$ cat config.mk
export PLATFORM = sky130hd
export DESIGN_NAME = rounded_sqrt_three_quarter_power
export DESIGN_NICKNAME = d
export VERILOG_FILES = /design/src/rtl/rsq_pkg.sv /design/src/rtl/rsq_root.sv /design/src/rtl/rounded_sqrt_three_quarter_power.sv
export SDC_FILE = /design/constraint.sdc
export NUM_CORES = 1
export LEC_CHECK = 0
export ABC_AREA = 1
export BUFFER_PORTS_ARGS = -buffer_cell sky130_fd_sc_hd__buf_2
export CAP_MARGIN = 10
export CORE_ASPECT_RATIO = 2
export CORE_UTILIZATION = 50
export DETAILED_ROUTE_END_ITERATION = 8
export GPL_ROUTABILITY_DRIVEN = 0
export PLACE_DENSITY = 0.65
export SLEW_MARGIN = 40
export SYNTH_ARGS = -nofsm -noshare
export SYNTH_HDL_FRONTEND = slang
export SYNTH_SLANG_ARGS = --single-unit
$ cat constraint.sdc
create_clock -name clk_i -period 7.4 [get_ports clk_i]
set_input_delay 0.37 -clock clk_i [delete_from_list [all_inputs] [get_ports clk_i]]
set_output_delay 0.37 -clock clk_i [all_outputs]
set_load 0.05 [all_outputs]
$ cat src/rtl/rsq_pkg.sv
// ----------------------------------------------------------------------------
// rsq_pkg
// Shared types and constants for the rounded square root / 3/4-power block.
// ----------------------------------------------------------------------------
package rsq_pkg;

  // Default number of input bits used
  localparam int unsigned VALUE_WIDTH_DEF = 31;

  // Fixed result field widths
  localparam int unsigned ROOT_OUT_W  = 16;
  localparam int unsigned POWER_OUT_W = 24;

  // Top-level sequencer states
  typedef enum logic [1:0] {
    ST_IDLE,
    ST_ROOT,
    ST_QROOT,
    ST_MUL
  } rsq_state_e;

endpackage : rsq_pkg

$ cat src/rtl/rsq_root.sv
// ----------------------------------------------------------------------------
// rsq_root
// Bit-serial restoring square root, one root bit per cycle, with
// round-to-nearest on the final root (zero radicand gives 1).
// ----------------------------------------------------------------------------
module rsq_root #(
  parameter int unsigned RW = 16,
  parameter int unsigned CW = 5
) (
  input  logic            clk_i,
  input  logic            rst_ni,
  input  logic            start_i,
  input  logic [2*RW-1:0] radicand_i,
  input  logic [CW-1:0]   steps_i,
  output logic            done_o,
  output logic [RW:0]     rounded_o
);

  localparam int unsigned RADW = 2 * RW;
  localparam int unsigned RMW  = RW + 2;

  logic [RADW-1:0] rad_q, rad_d;
  logic [RMW-1:0]  rem_q, rem_d;
  logic [RW-1:0]   root_q, root_d;
  logic [CW-1:0]   cnt_q, cnt_d;
  logic            run_q, run_d;
  logic            done_q, done_d;

  logic [RMW-1:0]  rem_sh;
  logic [RMW-1:0]  sub_val;
  logic [RMW:0]    trial;
  logic            neg;
  logic            round_up;

  // One restoring step: bring down the next bit pair, try subtract
  assign rem_sh  = {rem_q[RMW-3:0], rad_q[RADW-1 -: 2]};
  assign sub_val = {root_q, 2'b01};
  assign trial   = {1'b0, rem_sh} - {1'b0, sub_val};
  assign neg     = trial[RMW];

  always_comb begin
    rad_d  = rad_q;
    rem_d  = rem_q;
    root_d = root_q;
    cnt_d  = cnt_q;
    run_d  = run_q;
    done_d = 1'b0;
    if (start_i) begin
      rad_d  = radicand_i;
      rem_d  = '0;
      root_d = '0;
      cnt_d  = steps_i;
      run_d  = 1'b1;
    end else if (run_q) begin
      rad_d  = {rad_q[RADW-3:0], 2'b00};
      root_d = {root_q[RW-2:0], ~neg};
      rem_d  = neg ? rem_sh : trial[RMW-1:0];
      cnt_d  = cnt_q - CW'(1);
      if (cnt_q == CW'(1)) begin
        run_d  = 1'b0;
        done_d = 1'b1;
      end
    end
  end

  // Control state
  always_ff @(posedge clk_i or negedge rst_ni) begin
    if (!rst_ni) begin
      run_q  <= 1'b0;
      done_q <= 1'b0;
      cnt_q  <= '0;
    end else begin
      run_q  <= run_d;
      done_q <= done_d;
      cnt_q  <= cnt_d;
    end
  end

  // Datapath shift registers
  always_ff @(posedge clk_i) begin
    rad_q  <= rad_d;
    rem_q  <= rem_d;
    root_q <= root_d;
  end

  // Round to nearest: remainder above the floor root means round up
  assign round_up  = rem_q > {2'b00, root_q};
  assign rounded_o = (root_q == '0) ? (RW+1)'(1)
                                    : ({1'b0, root_q} + {{RW{1'b0}}, round_up});
  assign done_o    = done_q;

endmodule : rsq_root

$ cat src/rtl/rounded_sqrt_three_quarter_power.sv
// ----------------------------------------------------------------------------
// rounded_sqrt_three_quarter_power
// Sequence from accepted start to done_o: RW = ceil(VALUE_WIDTH/2) root steps,
//   then Q root steps on the rounded root, then Q+1 shift-add multiply
//   steps; the root steps run on the bit-serial root unit.
// One transfer at a time; a new start is taken only while idle, also in the strobe
//   cycle. Results cannot be stalled. Async active-low reset returns to idle.
// ----------------------------------------------------------------------------
module rounded_sqrt_three_quarter_power #(
  parameter int unsigned VALUE_WIDTH = rsq_pkg::VALUE_WIDTH_DEF
) (
  input  logic                           clk_i,
  input  logic                           rst_ni,
  input  logic                           start,
  output logic                           busy,
  input  logic [VALUE_WIDTH-1:0]         window_value_i,
  output logic                           done_o,
  output logic [rsq_pkg::ROOT_OUT_W-1:0]  root_rounded_o,
  output logic [rsq_pkg::POWER_OUT_W-1:0] three_quarter_power_o
);

  import rsq_pkg::*;

  localparam int unsigned RW     = (VALUE_WIDTH + 1) / 2;
  localparam int unsigned RADW   = 2 * RW;
  localparam int unsigned Q      = (RW + 2) / 2;
  localparam int unsigned CW     = $clog2(RW + 1);
  localparam int unsigned PROD_W = RW + Q + 2;
  localparam int unsigned MCW    = $clog2(Q + 2);
  localparam int unsigned QSH    = RADW - 2 * Q;

  rsq_state_e state_q, state_d;

  logic [RW:0]       r_q;
  logic [Q:0]        mplier_q;
  logic [PROD_W-1:0] mcand_q;
  logic [PROD_W-1:0] acc_q;
  logic [MCW-1:0]    mcnt_q;
  logic              done_q;

  logic              unit_start;
  logic [RADW-1:0]   unit_rad;
  logic [CW-1:0]     unit_steps;
  logic              unit_done;
  logic [RW:0]       unit_rounded;
  logic              accept;
  logic              mul_last;
  logic [RADW-1:0]   rad1;
  logic [RADW-1:0]   rad2;

  logic [ROOT_OUT_W+RW:0]      root_ext;
  logic [POWER_OUT_W+PROD_W-1:0] power_ext;

  assign accept   = start && (state_q == ST_IDLE);
  assign mul_last = (state_q == ST_MUL) && (mcnt_q == MCW'(1));

  // Radicands: input zero-extended for full pass, fresh rounded root taken
  // straight from the unit for the short pass
  assign rad1 = {{(RADW-VALUE_WIDTH){1'b0}}, window_value_i};
  assign rad2 = {{(RADW-RW-1){1'b0}}, unit_rounded} << QSH;

  // Shared bit-serial root unit
  rsq_root #(
    .RW (RW),
    .CW (CW)
  ) u_root (
    .clk_i      (clk_i),
    .rst_ni     (rst_ni),
    .start_i    (unit_start),
    .radicand_i (unit_rad),
    .steps_i    (unit_steps),
    .done_o     (unit_done),
    .rounded_o  (unit_rounded)
  );

  // Next state
  always_comb begin
    state_d = state_q;
    case (state_q)
      ST_IDLE:  if (start) state_d = ST_ROOT;
      ST_ROOT:  if (unit_done) state_d = ST_QROOT;
      ST_QROOT: if (unit_done) state_d = ST_MUL;
      ST_MUL:   if (mul_last) state_d = ST_IDLE;
      default:  state_d = ST_IDLE;
    endcase
  end

  // Sequencer outputs
  always_comb begin
    unit_start = 1'b0;
    unit_rad   = rad1;
    unit_steps = CW'(RW);
    busy       = 1'b1;
    case (state_q)
      ST_IDLE: begin
        busy       = 1'b0;
        unit_start = start;
      end
      ST_ROOT: begin
        unit_start = unit_done;
        unit_rad   = rad2;
        unit_steps = CW'(Q);
      end
      ST_QROOT: begin
        unit_rad   = rad2;
        unit_steps = CW'(Q);
      end
      ST_MUL: begin
        unit_rad   = rad2;
      end
      default: begin
        busy       = 1'b0;
      end
    endcase
  end

  // Control registers
  always_ff @(posedge clk_i or negedge rst_ni) begin
    if (!rst_ni) begin
      state_q <= ST_IDLE;
      done_q  <= 1'b0;
      mcnt_q  <= '0;
    end else begin
      state_q <= state_d;
      done_q  <= mul_last;
      if (state_q == ST_QROOT && unit_done) begin
        mcnt_q <= MCW'(Q + 1);
      end else if (state_q == ST_MUL) begin
        mcnt_q <= mcnt_q - MCW'(1);
      end
    end
  end

  // Root capture and shift-add multiply r * q
  always_ff @(posedge clk_i) begin
    if (state_q == ST_ROOT && unit_done) begin
      r_q <= unit_rounded;
    end
    if (state_q == ST_QROOT && unit_done) begin
      mplier_q <= unit_rounded[Q:0];
      mcand_q  <= {{(PROD_W-RW-1){1'b0}}, r_q};
      acc_q    <= '0;
    end else if (state_q == ST_MUL) begin
      if (mplier_q[0]) begin
        acc_q <= acc_q + mcand_q;
      end
      mcand_q  <= {mcand_q[PROD_W-2:0], 1'b0};
      mplier_q <= {1'b0, mplier_q[Q:1]};
    end
  end

  // Result ports: low bits of each value
  assign root_ext  = {{ROOT_OUT_W{1'b0}}, r_q};
  assign power_ext = {{POWER_OUT_W{1'b0}}, acc_q};

  assign root_rounded_o        = root_ext[ROOT_OUT_W-1:0];
  assign three_quarter_power_o = power_ext[POWER_OUT_W-1:0];
  assign done_o                = done_q;

`ifndef SYNTHESIS
  // Root unit only finishes while the sequencer waits on it
  a_unit_done_state: assert property (@(posedge clk_i) disable iff (!rst_ni)
    unit_done |-> (state_q == ST_ROOT || state_q == ST_QROOT))
    else $error("root unit done outside a root state");

  // Strobe follows the last multiply step
  a_done_after_mul: assert property (@(posedge clk_i) disable iff (!rst_ni)
    done_o |-> $past(state_q) == ST_MUL && state_q == ST_IDLE)
    else $error("result strobe without multiply completion");

  // Rounded root is never zero on a transfer
  a_root_nonzero: assert property (@(posedge clk_i) disable iff (!rst_ni)
    done_o |-> r_q != '0)
    else $error("zero root delivered");

  // Accepted start keeps the block busy
  a_accept_busy: assert property (@(posedge clk_i) disable iff (!rst_ni)
    accept |=> busy)
    else $error("not busy after accepted start");
`endif

endmodule : rounded_sqrt_three_quarter_power

# Word-level counts from Yosys, hierarchy flattened
# Index checks and enable logic that the tools add are counted.
# totals
regBits	161
latch_bits	0
ram_bits	0
romBits	0
mem_count	0
# op_classes
add_sub_neg	5
multipliers	0
div_mod_pow	0
order_cmp	1
n_eq_ne	9
shift	0
n_mux	27
n_bitwise	1
reduce_logical	11
# ops
cell	count
$mux W32	2
$mux W17	3
$mux W31	1
$add A27 B27 Y27	1
$mux W10	2
$sub A18 B18 Y19	1
$gt A18 B16 Y1	1
$mux W18	1
$add A16 B1 Y17	1
$logic_not A16 Y1	1
$mux W5	3
$mux W2	4
$mux W4	2
$pmux W2 S4	1
$mux W1	7
$eq A5 B1 Y1 const B	1
$sub A5 B1 Y5 const B	1
$eq A2 B2 Y1 const B	2
$eq A4 B1 Y1 const B	1
$ne A2 B1 Y1 const B	2
$ne A2 B2 Y1 const B	2
$reduce_and A4 Y1	1
$reduce_bool A2 Y1	2
$sub A4 B1 Y4 const B	1
other kinds (8)	10

# Depth between registers and ports, before layout
# Gate-level depths: netlist (run 1).
# logic_depth
ltp_word	5
ltp_mapped	23
depth_no_buf	23

# Cells and area by module
# Synthesis (run 1) repeated with hierarchy kept, for this count alone.
# hier_totals
hier_cells	1414
area_unflattened_um2	10022.1
# by_module_without_submodules
module	n_inst	cells_per_inst	area_per_inst_um2	seq_area_each_um2
rounded_sqrt_three_quarter_power	1	780	5385.2	2117.0
rsq_root	1	634	4636.9	1816.7

# Worst setup path before layout (run 1)
# Ideal clock, no wire load.
# synth_path
path_type	flip-flop to flip-flop
from	register u_root.root_q[12]
to	register u_root.rad_q[28] (data pin)
arrival_time_ns	2.470
slack_ns	4.677
path_stages_with_launch	19
path_buffers	0
period_less_slack_ns	2.723
cell_sequence	dfxtp_1 > inv_1 > ha_1 > nand2_2 > nor2_1 > and3_1 > nand3_1 > nand3_1 > nand2_1 > inv_1 > ha_1 > nand3_2 > nor2_2 > nand2_1 > nor3b_2 > xor2_1 > nand2_1 > nand3_1 > nand2_1
# synth_between
elab_chain_len	5
word_cells_on_any_way	6
# synth_lines
element	line_no	rtl
start: declaration	rsq_root.sv:24	logic [RW-1:0] root_q, root_d;
start signal: assignment	rsq_root.sv:83	root_q <= root_d;
$gt A18 B16 Y1	rsq_root.sv:87	assign round_up = rem_q > {2'b00, root_q};
$add A16 B1 Y17	rsq_root.sv:89	: ({1'b0, root_q} + {{RW{1'b0}}, round_up});
$mux W17 *	rsq_root.sv:88	assign rounded_o = (root_q == '0) ? (RW+1)'(1)
$mux W31 *	rounded_sqrt_three_quarter_power.sv:94	case (state_q)
$mux W32 *	rsq_root.sv:48	if (start_i) begin
via u_root.rad_d[28]	rsq_root.sv:22	logic [RADW-1:0] rad_q, rad_d;
end signal: assignment	rsq_root.sv:81	rad_q <= rad_d;
end: declaration	rsq_root.sv:22	
# The timed path passes the listed nets; every way through them passes the cells marked *.
# A chain may end at the register's enable or synchronous reset.

# Worst setup path in the final report (run 1)
# layout_path
from	register u_root.root_q[13]
to	register u_root.rad_q[28] (data pin)
# The elaborated chain is that of the path after synthesis.

==> flow_metrics.tcl, run 1 <==
set metrics [dict create \
    reg2reg_slack_ns 3.96 \
    synth_top_area_share 0.240 \
    fin_nets 1424 \
    period_share 0.465 \
    r2r-end "u_root.rad_q[28]" \
    finalHoldViolCount 0 \
    finalInstanceArea_mm2 0.0106 \
    hpwl_um 21000 \
    antenna_found_initial 0 \
    outcome "completed" \
    htree_levels 4 \
    die_w_um 99.5 \
    met3_length_um 692 \
    cts_resized 0 \
    port_buffers 75 \
    pin_count 76 \
    grt_max_degree 65 \
    viasPerCell 5.34 \
    period_minus_slack_ns 3.44 \
    first_global_vias 8719 \
    yosys-top-cells-count "nand2_1 (385), inv_1 (178), nor2_1 (95)" \
    ant_nets 0 \
    drt_pass1_iterations 5 \
    numCtsBuffers 17 \
    criticalPathCategory "reg2reg" \
    placed_cell_area_mm2 0.00996 \
    start_util 0.507 \
    cap_violations 0 \
    clockRootBuffer "clkbuf_16" \
    wirelength_um 26700 \
    grt_use_total 0.288 \
    area_growth_syn_to_layout_pct 11.5 \
    met1_length_um 8630 \
    synth_warnings 0 \
    final.setup.tns_ns 0 \
    cp_max_fo 5 \
    ys_seq_area_frac 0.414 \
    grt_setup_unrepaired "false" \
    path_clk_slew_ns 0.07 \
    core-area_mm2 0.0187 \
    die-area_mm2 0.0196 \
    fp-row-count 71 \
    crit_path_end_kind "flop" \
    cts_tree "yes" \
    syn-num-nets 1376 \
    synthCells 1290 \
    ys_top_cells_by_area "edfxtp_1 (24%), nand2_1 (15%), dfxtp_1 (14%)" \
    hp-class "in2reg" \
    whs_path_depth 3 \
    vias 8571 \
    avgRoutedWirePerCell_um 16.6 \
    clock_latency_ns 0.43 \
    worst_pin_slew_ns 0.740 \
    drc 0 \
    max_slew_margin 0.506 \
    ys.flop_type "edfxtp_1" \
    wl_met2_um 15000 \
    synth_cell_types 45 \
    reg2reg_depth 18 \
    finClkSkew_ns 0.0131 \
    clockBufferDepth 2 \
    critical_path_arrival_ns 3.62 \
    synth.avg_cell_area_um2 7.37 \
    grt_pass1_wl_um 42400 \
    synth_area_leader_cell "edfxtp_1" \
    r2r-start "u_root.root_q[13]" \
    slew_violations 0 \
    fp.dieH_um 197 \
    grt-ovfl-total 0 \
    drt-initial-drc-count 356 \
    start_kind "flop" \
    netlist_area_mm2 0.00951 \
    yosysMostFrequentCell "nand2_1" \
    final_layout_size_suffix_gt1_frac 0.106 \
    async_flop_share 0.0903 \
    fmaxAchievable_mhz 290 \
    ys_ff_latch 155 \
    min_from "window_value_i[2]" \
    diodes 0 \
    cts.sinks 155 \
    hold_end "u_root.rad_q[2]" \
    synth_edf_count 76 \
    setup_viol 0 \
    highest_layer "met4" \
    crit_required_ns 7.58 \
    post_cts_buffers 0 \
]
## how the worst max path moves through the flow
stage / from / endpoint / slack, ns
2_1_floorplan: u_root.root_q[12] / u_root.rad_q[28] / 4.68
3_3_place_gp: state_q[0] / u_root.rad_q[5] / 3.70
3_5_place_dp: state_q[0] / u_root.rad_q[5] / 3.66
4_1_cts: state_q[0] / u_root.rad_q[18] / 3.63
5_1_grt: u_root.root_q[13] / u_root.rad_q[28] / 3.62
6_report: u_root.root_q[13] / u_root.rad_q[28] / 3.96
## final cells by class
class                      count  area [µm²]
clock buffer                  24         526
clock inverter                 8         103
fill                        1837        8140
inverter                     181         679
multi-input combinational    902        4620
sequential                   155        3930
tap                          255         319
timing repair buffer          81         423
## placed cells by master (no fill, tap or decap), drive strengths merged, types with 51 or more instances in the layout
cell	count
o21ai	75
dfxtp	65
a21oi	69
buf	80
inv	181
edfxtp	76
nand3	98
ha	51
nor2	100
nand2	391
## flip-flops by register name, indices dropped and copies added (netlist names), 2 cells and up
name           count
u_root.rad_q      32
acc_q             24
mcand_q           24
u_root.rem_q      18
r_q               17
u_root.root_q     16
mplier_q          10
u_root.cnt_q       5
mcnt_q             4
state_q            2
## metal layers
layer | up-vias | track usage
met3 | 102 | 0.0403
met5 | - | 0
met4 | 0 | 0.244
li1 | 4294 | -
met2 | 198 | 0.567
met1 | 3977 | 0.243
## repair_timing
action                                  CTS  global route
hold endpoints to repair                 14             0
endpoints found under the setup margin    0             0
hold buffers                              1             0
## per-stage QoR
step                      cells  utilization  setup WS [ns]  hold slack [ns]
after global placement     1573        0.532           3.70            0.295
final                      1606        0.566           3.96            0.247
after global routing       1606        0.566           3.62            0.256
after detailed placement   1573        0.532           3.66            0.300
after floorplan            1290            -           4.68           0.0744
after CTS                  1606        0.566           3.63            0.232
## critical path, cell delays in order, from the launching register on
cell	delay, ns
dfxtp_1	0.41
inv_1	0.14
ha_1	0.39
nand2_2	0.10
nor2_1	0.14
and3_1	0.21
nand3_1	0.08
nand3_1	0.09
nand2_1	0.06
inv_1	0.08
ha_1	0.20
nand3_2	0.11
nor2_2	0.21
nand2_1	0.12
nor3b_2	0.29
xor2_1	0.29
nand2_1	0.10
nand3_1	0.11
nand2_1	0.06
## kinds of logic after synthesis
group / after synthesis / synth area share
AOI/OAI and AO/OA: 190 / 0.111
xor gates and xnor gates: 20 / 0.0184
adders and majority gates: 52 / 0.0692
buffers and inverters: 233 / 0.101
DFF: 155 / 0.414
and+or+nand+nor: 640 / 0.287
Power of run 1 is left out: the tool's default activity adds up to more than one toggle a clock period on the data nets, which glitch-free logic cannot reach.
==> inputs of run 2 (changes only) <==
--- a/config.mk
+++ b/config.mk
@@ -5,14 +5,14 @@
 export SDC_FILE = /design/constraint.sdc
 export NUM_CORES = 1
 export LEC_CHECK = 0
-export ABC_AREA = 1
+export ABC_AREA = 0
 export BUFFER_PORTS_ARGS = -buffer_cell sky130_fd_sc_hd__buf_2
 export CAP_MARGIN = 10
 export CORE_ASPECT_RATIO = 2
 export CORE_UTILIZATION = 50
 export DETAILED_ROUTE_END_ITERATION = 8
 export GPL_ROUTABILITY_DRIVEN = 0
-export PLACE_DENSITY = 0.65
+export PLACE_DENSITY = 0.68
 export SLEW_MARGIN = 40
 export SYNTH_ARGS = -nofsm -noshare
 export SYNTH_HDL_FRONTEND = slang
==> constraint.sdc (replaced) <==
create_clock -name clk_i -period 2.88 [get_ports clk_i]
set_input_delay 0.144 -clock clk_i [delete_from_list [all_inputs] [get_ports clk_i]]
set_output_delay 0.144 -clock clk_i [all_outputs]
set_load 0.05 [all_outputs]
==> flow_metrics.tcl, run 2 <==
set metrics [dict create \
    antenna_found_initial 0 \
    ys.flop_type "edfxtp_1" \
    finClkSkew_ns 0.0163 \
    die_w_um 96.1 \
    final_cells 1316 \
    critical_path_arrival_ns 3.27 \
    cp_slowest_stage_delay_ns 0.39 \
    critPathMostFrequentCell "o21ai_1" \
    critPathSlowestCell "a2111oi_2" \
    grt_max_degree 64 \
    max_slew_margin 0.458 \
    fin_nets 1179 \
    r2r-start "u_root.root_q[5]" \
    syn-num-nets 1043 \
    crit_path_end_kind "flop" \
    synth_edf_count 76 \
    met3_length_um 643 \
    largest_register_ff_count 32 \
    cts.sinks 155 \
    drt-initial-drc-count 223 \
    core-area_mm2 0.0173 \
    drt_pass1_iterations 4 \
    placed_cell_area_mm2 0.00998 \
    reg_top3 "u_root.rad_q (32), acc_q (24), mcand_q (24)" \
    min_from "window_value_i[5]" \
    async_flop_share 0.0903 \
    start_kind "flop" \
    finalInstanceArea_mm2 0.0108 \
    worst_pin_slew_ns 0.811 \
    wirelength_um 23400 \
    criticalPathCategory "reg2reg" \
    reg2reg_depth 19 \
    cts_tree "yes" \
    period_minus_slack_ns 3.11 \
    met1_length_um 8240 \
    port_buffers 75 \
    hpwl_um 17500 \
    pin_count 76 \
    grt_pass1_wl_um 36300 \
    hp-class "in2reg" \
    first_global_vias 7449 \
    reg2reg_slack_ns -0.23 \
    htree_levels 4 \
    yosysMostFrequentCell "nand2_1" \
    clockBufferDepth 2 \
    vias 7440 \
    outcome "finished with violations" \
    drc 0 \
    netlist_area_mm2 0.00886 \
    synth_area_leader_cell "edfxtp_1" \
    ys_ff_latch 155 \
    final_util 0.627 \
    fp.dieH_um 190 \
    start_util 0.513 \
    setup_viol 29 \
    ys_top_cells_by_area "edfxtp_1 (26%), dfxtp_1 (15%), ha_1 (7.2%)" \
    failed_checks "negative setup slack" \
    avgRoutedWirePerCell_um 17.7 \
    whs_path_depth 3 \
    area_growth_syn_to_layout_pct 22.3 \
    cp_cell_sequence "inv_2, ha_4, a21oi_1, o21ai_1, nor2_1, o21ai_1, o21ai_1, nand2_1, a2111oi_2, a21oi_2, buf_4, ha_2, nand2_1, nor2_2, nand3_1, nor3_2, xnor2_1, mux2i_1, a21oi_1" \
    grt_setup_unrepaired "true" \
    finalHoldViolCount 0 \
    hold_end "u_root.rad_q[5]" \
    clock_latency_ns 0.43 \
    ant_nets 0 \
    final_common_cell "nand2_1" \
    fp-row-count 68 \
    synth_warnings 0 \
    slew_violations 0 \
    setup_ws_ns -0.233 \
    cp_max_fo 4 \
    grt_use_total 0.267 \
    synthCells 957 \
    yosys-top-cells-count "nand2_1 (162), nor2_1 (86), a21oi_1 (77)" \
    crit_required_ns 3.04 \
    fillCellCount 1473 \
    grt-ovfl-total 0 \
    path_buf_inv 2 \
    wl_met2_um 13200 \
    diodes 0 \
    die-area_mm2 0.0183 \
    dp.cells 1271 \
    final_cell_mix "nand2_1 (159), buf_4 (99), nor2_1 (84)" \
    regMostFlops "u_root.rad_q" \
    highest_layer "met4" \
    fmaxAchievable_mhz 321 \
    period_share 1.08 \
    synth_cell_types 72 \
    viasPerCell 5.65 \
    clockRootBuffer "clkbuf_16" \
    numCtsBuffers 17 \
    path_clk_slew_ns 0.07 \
    final_layout_size_suffix_gt1_frac 0.249 \
    synth.avg_cell_area_um2 9.26 \
    synth_top_area_share 0.258 \
    cap_violations 0 \
    ys_seq_area_frac 0.444 \
    cp_top_family "compound AO/OA/AOI/OAI gates" \
    r2r-end "u_root.rad_q[27]" \
]
run 2: worst min-delay path, stage by stage:
cell     delay (ns)
buf_2          0.08
nand3_1        0.06
nand2_1        0.06
run 2: cell families (layout without fill, tap and decap cells):
| group | after synthesis | after routing | share of synthesized area |
|---|---|---|---|
| xor+xnor | 52 | 52 | 0.0514 |
| mux | 52 | 52 | 0.0590 |
| simple gates | 352 | 352 | 0.179 |
| flops | 155 | 155 | 0.444 |
| fa+ha+maj | 52 | 52 | 0.0743 |
| compound gates | 196 | 196 | 0.141 |
| buf+inv | 98 | 247 | 0.0507 |
run 2: metal layers:
layer,global-route usage,vias to the layer above
met5,0,-
met4,0.164,0
met3,0.0447,83
met2,0.506,180
met1,0.255,3568
li1,-,3609
run 2: worst max-delay path by stage:
stage / end / slack [ns] / startpoint / depth (start not counted)
after floorplan: u_root.rad_q[29] / -0.22 / u_root.root_q[4] / 19
after global placement: u_root.rad_q[29] / -0.19 / u_root.root_q[2] / 18
after detailed placement: u_root.rad_q[19] / -0.30 / u_root.root_q[11] / 17
after CTS: u_root.rad_q[29] / -0.22 / u_root.root_q[3] / 18
after global routing: u_root.rad_q[27] / -0.48 / u_root.root_q[5] / 19
final: u_root.rad_q[27] / -0.23 / u_root.root_q[5] / 19
run 2: stage by stage:
| step | setup TNS [ns] | setup slack, ns | hold WS [ns] |
|---|---|---|---|
| final | -3.07 | -0.233 | 0.0261 |
| after floorplan | -1.21 | -0.221 | -0.152 |
| after global placement | -2.78 | -0.190 | 0.0560 |
| after detailed placement | -4.31 | -0.296 | 0.0554 |
| after CTS | -2.92 | -0.218 | 0.0140 |
| after global routing | -11.75 | -0.478 | 0.0344 |
run 2: timing repair:
| item | 4_1_cts | 5_1_grt |
|---|---|---|
| pin swaps | 9 | 1 |
| gates resized for setup | 32 | 6 |
| endpoints found under the hold margin | 16 | 0 |
| endpoints found under the setup margin | 37 | 44 |
| setup buffers | 9 | 1 |
| hold buffers | 3 | 0 |
run 2: final cells by class:
| class | count | area [µm²] | area share |
|---|---|---|---|
| clock buffer | 22 | 507 | 0.0468 |
| tap | 210 | 263 | 0.0243 |
| sequential | 155 | 3950 | 0.364 |
| timing repair buffer | 179 | 1190 | 0.110 |
| clock inverter | 10 | 76.3 | 0.00705 |
| inverter | 36 | 135 | 0.0125 |
| multi-input combinational | 704 | 4720 | 0.436 |
Power of run 2 is left out for the same reason.
